[src/hw/rtl/sync_length_sum_frame_receiver_unit_defines.svh]
// Assertion helpers for the frame receiver.
`ifndef SYNC_LENGTH_SUM_FRAME_RECEIVER_UNIT_DEFINES_SVH
`define SYNC_LENGTH_SUM_FRAME_RECEIVER_UNIT_DEFINES_SVH

// Same-cycle implication, checked outside reset
`define SLSFR_ASSERT_NOW(label, ante, cons, msg) \
label: assert property (@(posedge clk) disable iff (!rst_n) (ante) |-> (cons)) \
else $error(msg);

// Next-cycle implication, checked outside reset
`define SLSFR_ASSERT_NEXT(label, ante, cons, msg) \
label: assert property (@(posedge clk) disable iff (!rst_n) (ante) |=> (cons)) \
else $error(msg);

`endif

[src/hw/rtl/slsfr_pkg.sv]
package slsfr_pkg;

    localparam int BYTE_W    = 8;
    localparam int KIND_W    = 3;
    localparam int CFG_DATA_W = 32;
    localparam int CFG_ADDR_W = 5;
    localparam int SYNC_BYTES = 4;

    // Reset values of the configuration registers
    localparam logic [31:0]       SYNC_WORD_RST   = 32'h0000_0000;
    localparam logic [BYTE_W-1:0] MIN_LEN_RST     = 8'd4;
    localparam logic [BYTE_W-1:0] MAX_LEN_RST     = 8'hFF;
    localparam logic [BYTE_W-1:0] TRAILER_LEN_RST = 8'd2;
    localparam logic [BYTE_W-1:0] END_BYTE_RST    = 8'd0;

    typedef enum logic [KIND_W-1:0] {
        KIND_PAYLOAD = 3'd0,
        KIND_OK      = 3'd1,
        KIND_LEN_ERR = 3'd2,
        KIND_SUM_ERR = 3'd3,
        KIND_END_ERR = 3'd4
    } result_kind_t;

    typedef enum logic [2:0] {
        PH_SYNC0 = 3'd0,
        PH_SYNC1 = 3'd1,
        PH_SYNC2 = 3'd2,
        PH_SYNC3 = 3'd3,
        PH_LEN   = 3'd4,
        PH_DATA  = 3'd5,
        PH_SUM   = 3'd6,
        PH_END   = 3'd7
    } phase_t;

    typedef enum logic [2:0] {
        REG_SYNC_WORD   = 3'd0,
        REG_MIN_LEN     = 3'd1,
        REG_MAX_LEN     = 3'd2,
        REG_TRAILER_LEN = 3'd3,
        REG_END_BYTE    = 3'd4
    } reg_index_t;

endpackage

[src/hw/rtl/slsfr_if.sv]
// Received byte channel
interface slsfr_in_if;
    import slsfr_pkg::*;

    logic              valid;
    logic              ready;
    logic [BYTE_W-1:0] rx_byte;

    modport source (output valid, output rx_byte, input ready);
    modport sink   (input valid, input rx_byte, output ready);
endinterface

// Result channel
interface slsfr_out_if;
    import slsfr_pkg::*;

    logic              valid;
    logic              ready;
    result_kind_t      result_kind;
    logic [BYTE_W-1:0] payload_byte;
    logic [BYTE_W-1:0] payload_index;
    logic [BYTE_W-1:0] frame_length;

    modport source (output valid, output result_kind, output payload_byte,
                    output payload_index, output frame_length, input ready);
    modport sink   (input valid, input result_kind, input payload_byte,
                    input payload_index, input frame_length, output ready);
endinterface

[src/hw/rtl/sync_length_sum_frame_receiver_unit.sv]
// A result is registered on the output in the cycle after its byte transfer.
// Throughput: one byte per cycle; the frame state updates on each transfer and
// the output register lets a byte transfer in while the taken result leaves.
// The input stalls only while a result waits in the output register unread.
// Reset (rst_n, asynchronous, active low): first sync stage, counters and sum
// cleared, output empty, configuration registers at their reset values.
`include "sync_length_sum_frame_receiver_unit_defines.svh"

module sync_length_sum_frame_receiver_unit
    import slsfr_pkg::*;
(
    input  logic                  clk,
    input  logic                  rst_n,
    slsfr_in_if.sink              in_ch,
    slsfr_out_if.source           out_ch,
    input  logic                  psel,
    input  logic                  penable,
    input  logic                  pwrite,
    input  logic [CFG_ADDR_W-1:0] paddr,
    input  logic [CFG_DATA_W-1:0] pwdata,
    output logic [CFG_DATA_W-1:0] prdata,
    output logic                  pready
);

    // Configuration registers
    logic [31:0]       sync_word_reg;
    logic [BYTE_W-1:0] min_len_reg;
    logic [BYTE_W-1:0] max_len_reg;
    logic [BYTE_W-1:0] trailer_len_reg;
    logic [BYTE_W-1:0] end_byte_reg;

    // Frame state
    phase_t            phase_reg, phase_next;
    logic [BYTE_W-1:0] length_reg, length_next;
    logic [BYTE_W-1:0] count_reg, count_next;
    logic [BYTE_W-1:0] sum_reg, sum_next;

    // Output register
    logic              out_valid_reg, out_valid_next;
    result_kind_t      kind_reg;
    logic [BYTE_W-1:0] pbyte_reg;
    logic [BYTE_W-1:0] pindex_reg;
    logic [BYTE_W-1:0] flen_reg;

    // Result of the current byte
    logic              res_valid;
    result_kind_t      res_kind;
    logic [BYTE_W-1:0] res_byte;
    logic [BYTE_W-1:0] res_index;
    logic [BYTE_W-1:0] res_flen;

    logic              accept;
    logic              cfg_write;
    reg_index_t        cfg_sel;
    logic [BYTE_W-1:0] b;
    logic [BYTE_W-1:0] want;
    logic              len_bad;
    logic signed [BYTE_W+1:0] target;
    logic signed [BYTE_W+1:0] count_inc;

    assign b         = in_ch.rx_byte;
    assign in_ch.ready = !out_valid_reg || out_ch.ready;
    assign accept    = in_ch.valid && in_ch.ready;
    assign cfg_sel   = reg_index_t'(paddr[4:2]);
    assign cfg_write = psel && penable && pwrite;
    assign pready    = 1'b1;

    // Configuration write
    always_ff @(posedge clk or negedge rst_n)
    begin
        if (!rst_n)
        begin
            sync_word_reg   <= SYNC_WORD_RST;
            min_len_reg     <= MIN_LEN_RST;
            max_len_reg     <= MAX_LEN_RST;
            trailer_len_reg <= TRAILER_LEN_RST;
            end_byte_reg    <= END_BYTE_RST;
        end
        else if (cfg_write)
        begin
            case (cfg_sel)
                REG_SYNC_WORD:   sync_word_reg   <= pwdata;
                REG_MIN_LEN:     min_len_reg     <= pwdata[BYTE_W-1:0];
                REG_MAX_LEN:     max_len_reg     <= pwdata[BYTE_W-1:0];
                REG_TRAILER_LEN: trailer_len_reg <= pwdata[BYTE_W-1:0];
                REG_END_BYTE:    end_byte_reg    <= pwdata[BYTE_W-1:0];
                default:         ;
            endcase
        end
    end

    // Configuration read
    always_comb
    begin
        case (cfg_sel)
            REG_SYNC_WORD:   prdata = sync_word_reg;
            REG_MIN_LEN:     prdata = {24'd0, min_len_reg};
            REG_MAX_LEN:     prdata = {24'd0, max_len_reg};
            REG_TRAILER_LEN: prdata = {24'd0, trailer_len_reg};
            REG_END_BYTE:    prdata = {24'd0, end_byte_reg};
            default:         prdata = '0;
        endcase
    end

    // Pick the expected sync byte for this stage
    always_comb
    begin
        case (phase_reg[1:0])
            2'd0:    want = sync_word_reg[7:0];
            2'd1:    want = sync_word_reg[15:8];
            2'd2:    want = sync_word_reg[23:16];
            default: want = sync_word_reg[31:24];
        endcase
    end

    assign len_bad   = (b < min_len_reg) || (b > max_len_reg);
    assign target    = $signed({2'b00, length_reg}) - $signed({2'b00, trailer_len_reg});
    assign count_inc = $signed({2'b00, count_reg}) + 10'sd1;

    // Advance the frame state and form the result of one byte
    always_comb
    begin
        phase_next = phase_reg;
        length_next = length_reg;
        count_next = count_reg;
        sum_next   = sum_reg;
        res_valid  = 1'b0;
        res_kind   = KIND_PAYLOAD;
        res_byte   = '0;
        res_index  = '0;
        res_flen   = length_reg;

        case (phase_reg)
            PH_SYNC0, PH_SYNC1, PH_SYNC2, PH_SYNC3:
            begin
                if (b == want)
                begin
                    phase_next = phase_t'(phase_reg + 3'd1);
                    if (phase_reg == PH_SYNC3)
                        count_next = '0;
                end
                else
                    phase_next = PH_SYNC0;
            end
            PH_LEN:
            begin
                length_next = b;
                res_flen    = b;
                if (len_bad)
                begin
                    phase_next = PH_SYNC0;
                    res_valid  = 1'b1;
                    res_kind   = KIND_LEN_ERR;
                end
                else
                begin
                    sum_next   = b;
                    count_next = '0;
                    phase_next = PH_DATA;
                end
            end
            PH_DATA:
            begin
                sum_next   = sum_reg + b;
                count_next = count_inc[BYTE_W-1:0];
                if (count_inc >= target)
                    phase_next = PH_SUM;
                res_valid = 1'b1;
                res_kind  = KIND_PAYLOAD;
                res_byte  = b;
                res_index = count_reg;
            end
            PH_SUM:
            begin
                if (sum_reg == b)
                    phase_next = PH_END;
                else
                begin
                    phase_next = PH_SYNC0;
                    res_valid  = 1'b1;
                    res_kind   = KIND_SUM_ERR;
                end
            end
            default:
            begin
                phase_next = PH_SYNC0;
                res_valid  = 1'b1;
                res_kind   = (b == end_byte_reg) ? KIND_OK : KIND_END_ERR;
            end
        endcase
    end

    // Drop the output once taken; load it on a transfer that yields a result
    always_comb
    begin
        if (accept)
            out_valid_next = res_valid;
        else if (out_ch.ready)
            out_valid_next = 1'b0;
        else
            out_valid_next = out_valid_reg;
    end

    // Control state
    always_ff @(posedge clk or negedge rst_n)
    begin
        if (!rst_n)
        begin
            phase_reg     <= PH_SYNC0;
            length_reg    <= '0;
            count_reg     <= '0;
            sum_reg       <= '0;
            out_valid_reg <= 1'b0;
        end
        else
        begin
            out_valid_reg <= out_valid_next;
            if (accept)
            begin
                phase_reg  <= phase_next;
                length_reg <= length_next;
                count_reg  <= count_next;
                sum_reg    <= sum_next;
            end
        end
    end

    // Result payload
    always_ff @(posedge clk)
    begin
        if (accept && res_valid)
        begin
            kind_reg   <= res_kind;
            pbyte_reg  <= res_byte;
            pindex_reg <= res_index;
            flen_reg   <= res_flen;
        end
    end

    assign out_ch.valid         = out_valid_reg;
    assign out_ch.result_kind   = kind_reg;
    assign out_ch.payload_byte  = pbyte_reg;
    assign out_ch.payload_index = pindex_reg;
    assign out_ch.frame_length  = flen_reg;

    // Checks
    `SLSFR_ASSERT_NOW(a_stall_blocks_input, out_valid_reg && !out_ch.ready, !in_ch.ready, "input taken while result pending")
    `SLSFR_ASSERT_NEXT(a_sync_no_result, accept && (phase_reg == PH_SYNC0 || phase_reg == PH_SYNC1 || phase_reg == PH_SYNC2 || phase_reg == PH_SYNC3), !out_valid_reg, "sync byte produced a result")
    `SLSFR_ASSERT_NEXT(a_data_gives_payload, accept && phase_reg == PH_DATA, out_valid_reg && kind_reg == KIND_PAYLOAD, "payload byte not reported")
    `SLSFR_ASSERT_NEXT(a_good_len_to_data, accept && phase_reg == PH_LEN && !len_bad, phase_reg == PH_DATA && !out_valid_reg, "valid length did not start payload")

endmodule

[src/flat_wrapper.sv]
// flat-port wrapper written by rule: the top's interface ports become plain ports
module sync_length_sum_frame_receiver_unit_flat import slsfr_pkg::*;
  (clk, rst_n, psel, penable, pwrite, paddr, pwdata, prdata, pready, in_ch_valid, in_ch_rx_byte, in_ch_ready, out_ch_valid, out_ch_result_kind, out_ch_payload_byte, out_ch_payload_index, out_ch_frame_length, out_ch_ready);
  slsfr_in_if in_ch_i ();
  slsfr_out_if out_ch_i ();
  input  logic clk;
  input  logic rst_n;
  input  logic psel;
  input  logic penable;
  input  logic pwrite;
  input  logic [CFG_ADDR_W-1:0] paddr;
  input  logic [CFG_DATA_W-1:0] pwdata;
  output logic [CFG_DATA_W-1:0] prdata;
  output logic pready;
  input wire logic [$bits(in_ch_i.valid)-1:0] in_ch_valid;
  input wire logic [$bits(in_ch_i.rx_byte)-1:0] in_ch_rx_byte;
  output wire logic [$bits(in_ch_i.ready)-1:0] in_ch_ready;
  output wire logic [$bits(out_ch_i.valid)-1:0] out_ch_valid;
  output wire logic [$bits(out_ch_i.result_kind)-1:0] out_ch_result_kind;
  output wire logic [$bits(out_ch_i.payload_byte)-1:0] out_ch_payload_byte;
  output wire logic [$bits(out_ch_i.payload_index)-1:0] out_ch_payload_index;
  output wire logic [$bits(out_ch_i.frame_length)-1:0] out_ch_frame_length;
  input wire logic [$bits(out_ch_i.ready)-1:0] out_ch_ready;
  assign in_ch_i.valid = in_ch_valid;
  assign in_ch_i.rx_byte = in_ch_rx_byte;
  assign in_ch_ready = in_ch_i.ready;
  assign out_ch_valid = out_ch_i.valid;
  assign out_ch_result_kind = out_ch_i.result_kind;
  assign out_ch_payload_byte = out_ch_i.payload_byte;
  assign out_ch_payload_index = out_ch_i.payload_index;
  assign out_ch_frame_length = out_ch_i.frame_length;
  assign out_ch_i.ready = out_ch_ready;
  sync_length_sum_frame_receiver_unit u_core (.clk(clk), .rst_n(rst_n), .in_ch(in_ch_i), .out_ch(out_ch_i), .psel(psel), .penable(penable), .pwrite(pwrite), .paddr(paddr), .pwdata(pwdata), .prdata(prdata), .pready(pready));
endmodule
[config.mk]
export PLATFORM = sky130hd
export DESIGN_NAME = sync_length_sum_frame_receiver_unit_flat
export DESIGN_NICKNAME = d
export VERILOG_FILES = /design/src/hw/rtl/slsfr_pkg.sv /design/src/hw/rtl/slsfr_if.sv /design/src/hw/rtl/sync_length_sum_frame_receiver_unit.sv /design/src/flat_wrapper.sv
export VERILOG_INCLUDE_DIRS = /design/src /design/src/hw/rtl
export SDC_FILE = /design/constraint.sdc
export NUM_CORES = 1
export LEC_CHECK = 0
export BUFFER_PORTS_ARGS = -buffer_cell sky130_fd_sc_hd__clkbuf_2
export CORE_UTILIZATION = 50
export DETAILED_ROUTE_END_ITERATION = 7
export PLACE_DENSITY_LB_ADDON = 0.15
export SYNTH_ARGS = -nofsm -noshare
export SYNTH_HDL_FRONTEND = slang
export SYNTH_SLANG_ARGS = --single-unit
[constraint.sdc]
create_clock -name clk -period 4.1 [get_ports clk]
set_input_delay 0.82 -clock clk [delete_from_list [all_inputs] [get_ports clk]]
set_output_delay 0.82 -clock clk [all_outputs]
set_load 0.005 [all_outputs]
# Word level (Yosys, flattened, before mapping)
# Index checks and enable logic that the tools add are counted.
# totals
wordCells	86
output_inout_bits	62
regBits	119
# op_classes
order_cmp	3
muxes	23
reduce_logical	23
n_eq_ne	19
n_addsub	4
# ops
op	count
32-bit case mux with 5 select lines	1
8-bit case mux with 3 select lines	2
8-bit two-way mux	5
8-bit equality test	3
8-bit case mux with 2 select lines	1
3-bit two-way mux	5
3-bit by 2-bit equality test with 1-bit output, second input constant	4
3-bit equality test, second input constant	4
3-bit case mux with 4 select lines	1
2-bit AND reduction	6
10-bit >= comparator	1
8-bit by 1-bit adder with 9-bit output, second input constant	1
3-bit case mux with 3 select lines	1
8-bit by 8-bit subtractor with 9-bit output	1
8-bit adder	1
8-bit > comparator	1
8-bit < comparator	1
3-bit by 1-bit equality test with 1-bit output, second input constant	2
3-bit logical NOT	2
2-bit by 1-bit != test with 1-bit output, second input constant	3
5-bit AND reduction	1
5-bit OR reduction	1
1-bit logical AND	4
1-bit two-way mux	4
13 further kinds	16

# Logic depth before layout (Yosys ltp)
# depth
depth_word	5
ltp_mapped	15
mapped_depth_nobuf	15

# Worst setup path before layout
# No wires, ideal clock.
# synth_timing
path_kind	input -> register
from	input port in_ch_rx_byte[7]
to	register u_core.flen_reg[0] (netlist: u_core.out_ch.frame_length[0]) (enable)
t_arrival_ps	3278
slack_ps	411
setup_ps	411
cell_stages	8
required_ps	3689
cell_sequence	ha_1 > and3_1 > a221oi_1 > o31ai_1 > a31oi_1 > or2_2 > a21oi_1 > nor2_1
# synth_between
elab_chain_cells	5
elab_cells_between_ends	8
classes_between	order compare (2); eq/ne (1); mux (3); reduce/logical (2)
# synth_rtl
element	line	rtl
start: declaration	flat_wrapper.sv:16	input wire logic [$bits(in_ch_i.rx_byte)-1:0] in_ch_rx_byte;
8-bit < comparator or 8-bit > comparator (tied branches)	sync_length_sum_frame_receiver_unit.sv:116	assign len_bad = (b < min_len_reg) || (b > max_len_reg);
1-bit logical OR	sync_length_sum_frame_receiver_unit.sv:116	
1-bit two-way mux	sync_length_sum_frame_receiver_unit.sv:149	if (len_bad)
1-bit case mux with 3 select lines *	sync_length_sum_frame_receiver_unit.sv:133	case (phase_reg)
1-bit logical AND *	sync_length_sum_frame_receiver_unit.sv:231	if (accept && res_valid)
end signal: assignment	sync_length_sum_frame_receiver_unit.sv:236	flen_reg <= res_flen;
end: declaration	sync_length_sum_frame_receiver_unit.sv:43	logic [BYTE_W-1:0] flen_reg;
# Every way passes the cells marked *; elsewhere a longest branch is shown, timed or not.
# A chain may end at the register's enable or synchronous reset.

# Worst setup path in the final report
# layout_timing
from	register u_core.trailer_len_reg[1]
to	register u_core.phase_reg[0]
# layout_between
elab_chain_cells	4
# layout_rtl
element	line	rtl
start: declaration	sync_length_sum_frame_receiver_unit.sv:29	logic [BYTE_W-1:0] trailer_len_reg;
start signal: assignment	sync_length_sum_frame_receiver_unit.sv:85	REG_TRAILER_LEN: trailer_len_reg <= pwdata[BYTE_W-1:0];
8-bit by 8-bit subtractor with 9-bit output	sync_length_sum_frame_receiver_unit.sv:117	assign target = $signed({2'b00, length_reg}) - $signed({2'b00, trailer_len_reg});
10-bit >= comparator	sync_length_sum_frame_receiver_unit.sv:166	if (count_inc >= target)
2-bit by 1-bit != test with 1-bit output (no line)	n/a	
2-bit AND reduction (no line)	n/a	
end signal: assignment	sync_length_sum_frame_receiver_unit.sv:220	phase_reg <= phase_next;
end: declaration	sync_length_sum_frame_receiver_unit.sv:33	phase_t phase_reg, phase_next;
# Every way passes these cells.

==> key figures <==
Run status
  – Status: complete, no violations

Synth
  – Synth Flop Type: dfrtp_1
  – Synth top area share: 0.296
  – Mapped Nets: 788
  – Synthesized flop and latch total: 119
  – Most frequent cell after synthesis: nand2_1
  – Ys async rst share: 0.773
  – Area leader, netlist: dfrtp_1
  – Post-Synthesis Cells: 689
  – Post-synthesis cell area: 6930 um^2
  – Syn avg cell area: 10.1 um^2
  – Seq/Total Area, Yosys: 0.451
  – Synth area leaders: dfrtp_1, edfxtp_1, ha_1
  – Synth top cells by count: nand2_1, dfrtp_1, o21ai_0
  – Post-synth EDFFs: 27
  – Synth warn: 0
  – Yosys cell types: 59

Cells and area
  – Area of the multi-input gates: 3480 um^2
  – Storage cell area: 3130 um^2
  – # fillers: 1182
  – Layout cells sized above 1: 0.265
  – Ant. Diodes: 0
  – Number of flip-flops in the largest register: 32
  – Area delta synth->final: 18.8%
  – Nets: 901

Power
  – Power Density: 472 nW/um^2
  – Total power: 3.88 mW
  – Leak: 3.87 nW
  – Peak VDD IR: 0.285 mV

Setup path
  – CP Cell Sequence: inv_1 > ha_1 > nor2b_1 > o21ai_0 > a21oi_1 > o21ai_0 > nand2b_1 > a31oi_1 > xor2_1 > ha_1 > a21oi_1 > o211ai_1 > a31oi_1 > a31oi_1 > mux2i_1
  – Delay of the slowest cell on the worst path: 0.56 ns
  – Setup crit end kind: flip-flop
  – Largest delay share family, worst path: compound AO/OA/AOI/OAI gates
  – Startpoint type of the worst setup path: flip-flop
  – Worst-path maximum fanout: 3
  – Crit path kind: flip-flop to flip-flop
  – Crit-path slowest cell: a31oi_1
  – Critical path arrival: 3.68 ns
  – WP buf/inv: 1
  – WP data required: 4.44 ns
  – Most frequent cell on the critical path: a31oi_1

Clock tree
  – CTS tree: built
  – Root Buffer: clkbuf_16
  – CTS clock-pin slew for the worst setup and hold paths: 0.05 ns
  – CTS sink count: 119
  – Cts hold-fix bufs: 0
  – Post-CTS sizing: 0
  – Setup Fix Bufs, Post-CTS: 0
  – Total CTS buffers: 17
  – CTS H-tree lvls: 4
  – Worst-skew pair later-pin latency: 0.43 ns
  – Longest Clk Path Bufs: 2

Placement
  – Routability congestion estimate from global placement: 0.886
  – Port bufs: 110
  – HPWL after detailed placement: 12.7 mm

Route
  – DR pass1 iterations: 6
  – Final ANT Viol Nets: 0
  – Detailed Route WL: 17.6 mm
  – Avg WL per Cell: 17.8 um
  – Via-to-Cell Ratio: 5.61
  – # DRC: 0
  – 1st-iter DRT viols: 392
  – Vias: 5556

Global routing
  – Remaining Overflow, GRT: 0
  – First-pass GRT wire length: 28.9 mm
  – GRT Total Usage: 0.266
  – Largest net degree at the start of global routing: 44
  – Antenna violations before repair: 0
  – Vias in the first global route: 5548

STA
  – Final hold vios: 0
  – Final setup fails: 0
  – Minimum clock period: 3.34 ns
  – Final Max Slew Viols: 0
  – Worst-Margin Slew: 0.819 ns
  – Setup TNS after final layout: 0 ns
  – Layout Skew: 0.0102 ns
  – Max frequency: 0.299 GHz
  – Final clock period utilization by the worst path: 0.815
  – Slew headroom: 0.453
  – Unrepaired setup endpoints after global routing: false

Floorplanning
  – Boundary pin count: 114
  – Core area: 13400 um^2
  – Die Wd: 120 um
  – Initial Utilization: 0.517
  – Die area: 14300 um^2
  – Row cnt: 42
  – Die H: 120 um

Min path
  – Hold Path Class: input port to async pin

Job
  – Max cap viols: 0
==> cell usage in the layout (no fill, tap or decap), types with 3 or more instances in the layout <==
cell type	netlist	final
clkbuf_8	0	5
nor3_1	4	3
clkbuf_2	0	109
nand4_1	6	6
a21oi_1	18	18
mux2_2	43	43
a41oi_1	3	3
inv_1	49	49
nand2b_1	8	8
dfstp_2	10	10
xor2_1	6	6
and2_1	28	28
nor2_1	33	32
nand2_1	85	85
buf_4	1	18
a222oi_1	8	8
clkbuf_1	23	6
ha_1	45	45
edfxtp_1	27	27
a211oi_1	4	4
xnor2_1	23	23
o211ai_1	6	6
and3_1	13	13
clkinv_2	0	4
dfrtp_1	82	82
clkbuf_16	0	17
mux2i_1	17	17
o21ai_0	55	55
nand3_1	10	10
a31oi_1	5	5
o22ai_1	9	9
a22oi_1	16	16
o21a_1	3	3
nor2b_1	5	5
==> power breakdown <==
group | total [mW] | internal (mW) | switching (mW) | leakage, nW
Clock | 1.35 | 0.847 | 0.505 | 0.268
Sequential | 1.56 | 1.42 | 0.143 | 1.38
Combinational | 0.966 | 0.444 | 0.522 | 2.22
==> per-stage QoR <==
step                instance area [um^2]  hold WS [ns]  utilization  worst slack [ns]  cells
global placement                    7690         0.485        0.574             0.557    959
finish                              8230         0.413        0.614             0.758    991
global route                        8230         0.449        0.614             0.515    991
floorplan                           6930         0.469            -             0.411    689
CTS                                 8230         0.424        0.614             0.735    991
detailed placement                  7690         0.499        0.574             0.546    959
==> cell families after synthesis <==
kind of cell | Yosys count | share of synthesized area
other | 1 | 0.000541
multiplexers | 60 | 0.0945
adder cells (fa/ha/maj) | 47 | 0.0871
AO/OA/AOI/OAI | 146 | 0.138
flip-flops | 119 | 0.451
XOR/XNOR | 29 | 0.0367
AND/OR/NAND/NOR | 205 | 0.143
buffers and inverters | 82 | 0.0497
==> area by class of cell <==
type | count | area share
Clock buffer | 28 | 0.0628
Clock inverter | 4 | 0.00243
Inverter | 49 | 0.0223
Multi-Input combinational cell | 488 | 0.423
Sequential cell | 119 | 0.380
Tap cell | 176 | 0.0268
Timing Repair Buffer | 127 | 0.0827
==> metal layers <==
metal  GRT usage  vias up  wire, um  part of all wire
met2       0.421      166      8280              0.47
li1            -     2666         -                 -
met4       0.104        0       388             0.022
met1       0.350     2693      7890              0.45
met3      0.0684       31      1070             0.061
met5           0        -         0                 0
==> worst paths after layout <==
check                      depth (start not counted)                                end  slack [ns]                                  start
setup / recovery                                  15    u_core.phase_reg[0]$_DFFE_PN0P_        0.76  u_core.trailer_len_reg[1]$_DFFE_PN1P_
hold / removal                                     1    u_core.count_reg[0]$_DFFE_PN0P_        0.41                                  rst_n
setup reg to reg                                  15    u_core.phase_reg[0]$_DFFE_PN0P_        0.76  u_core.trailer_len_reg[1]$_DFFE_PN1P_
hold reg to reg                                    2   u_core.length_reg[2]$_DFFE_PN0P_        0.51       u_core.length_reg[2]$_DFFE_PN0P_
max in group asynchronous                          2  u_core.max_len_reg[7]$_DFFE_PN1P_        2.88                                  rst_n
min in group clk                                   2   u_core.length_reg[2]$_DFFE_PN0P_        0.51       u_core.length_reg[2]$_DFFE_PN0P_
(Power assumes the default switching activity.)
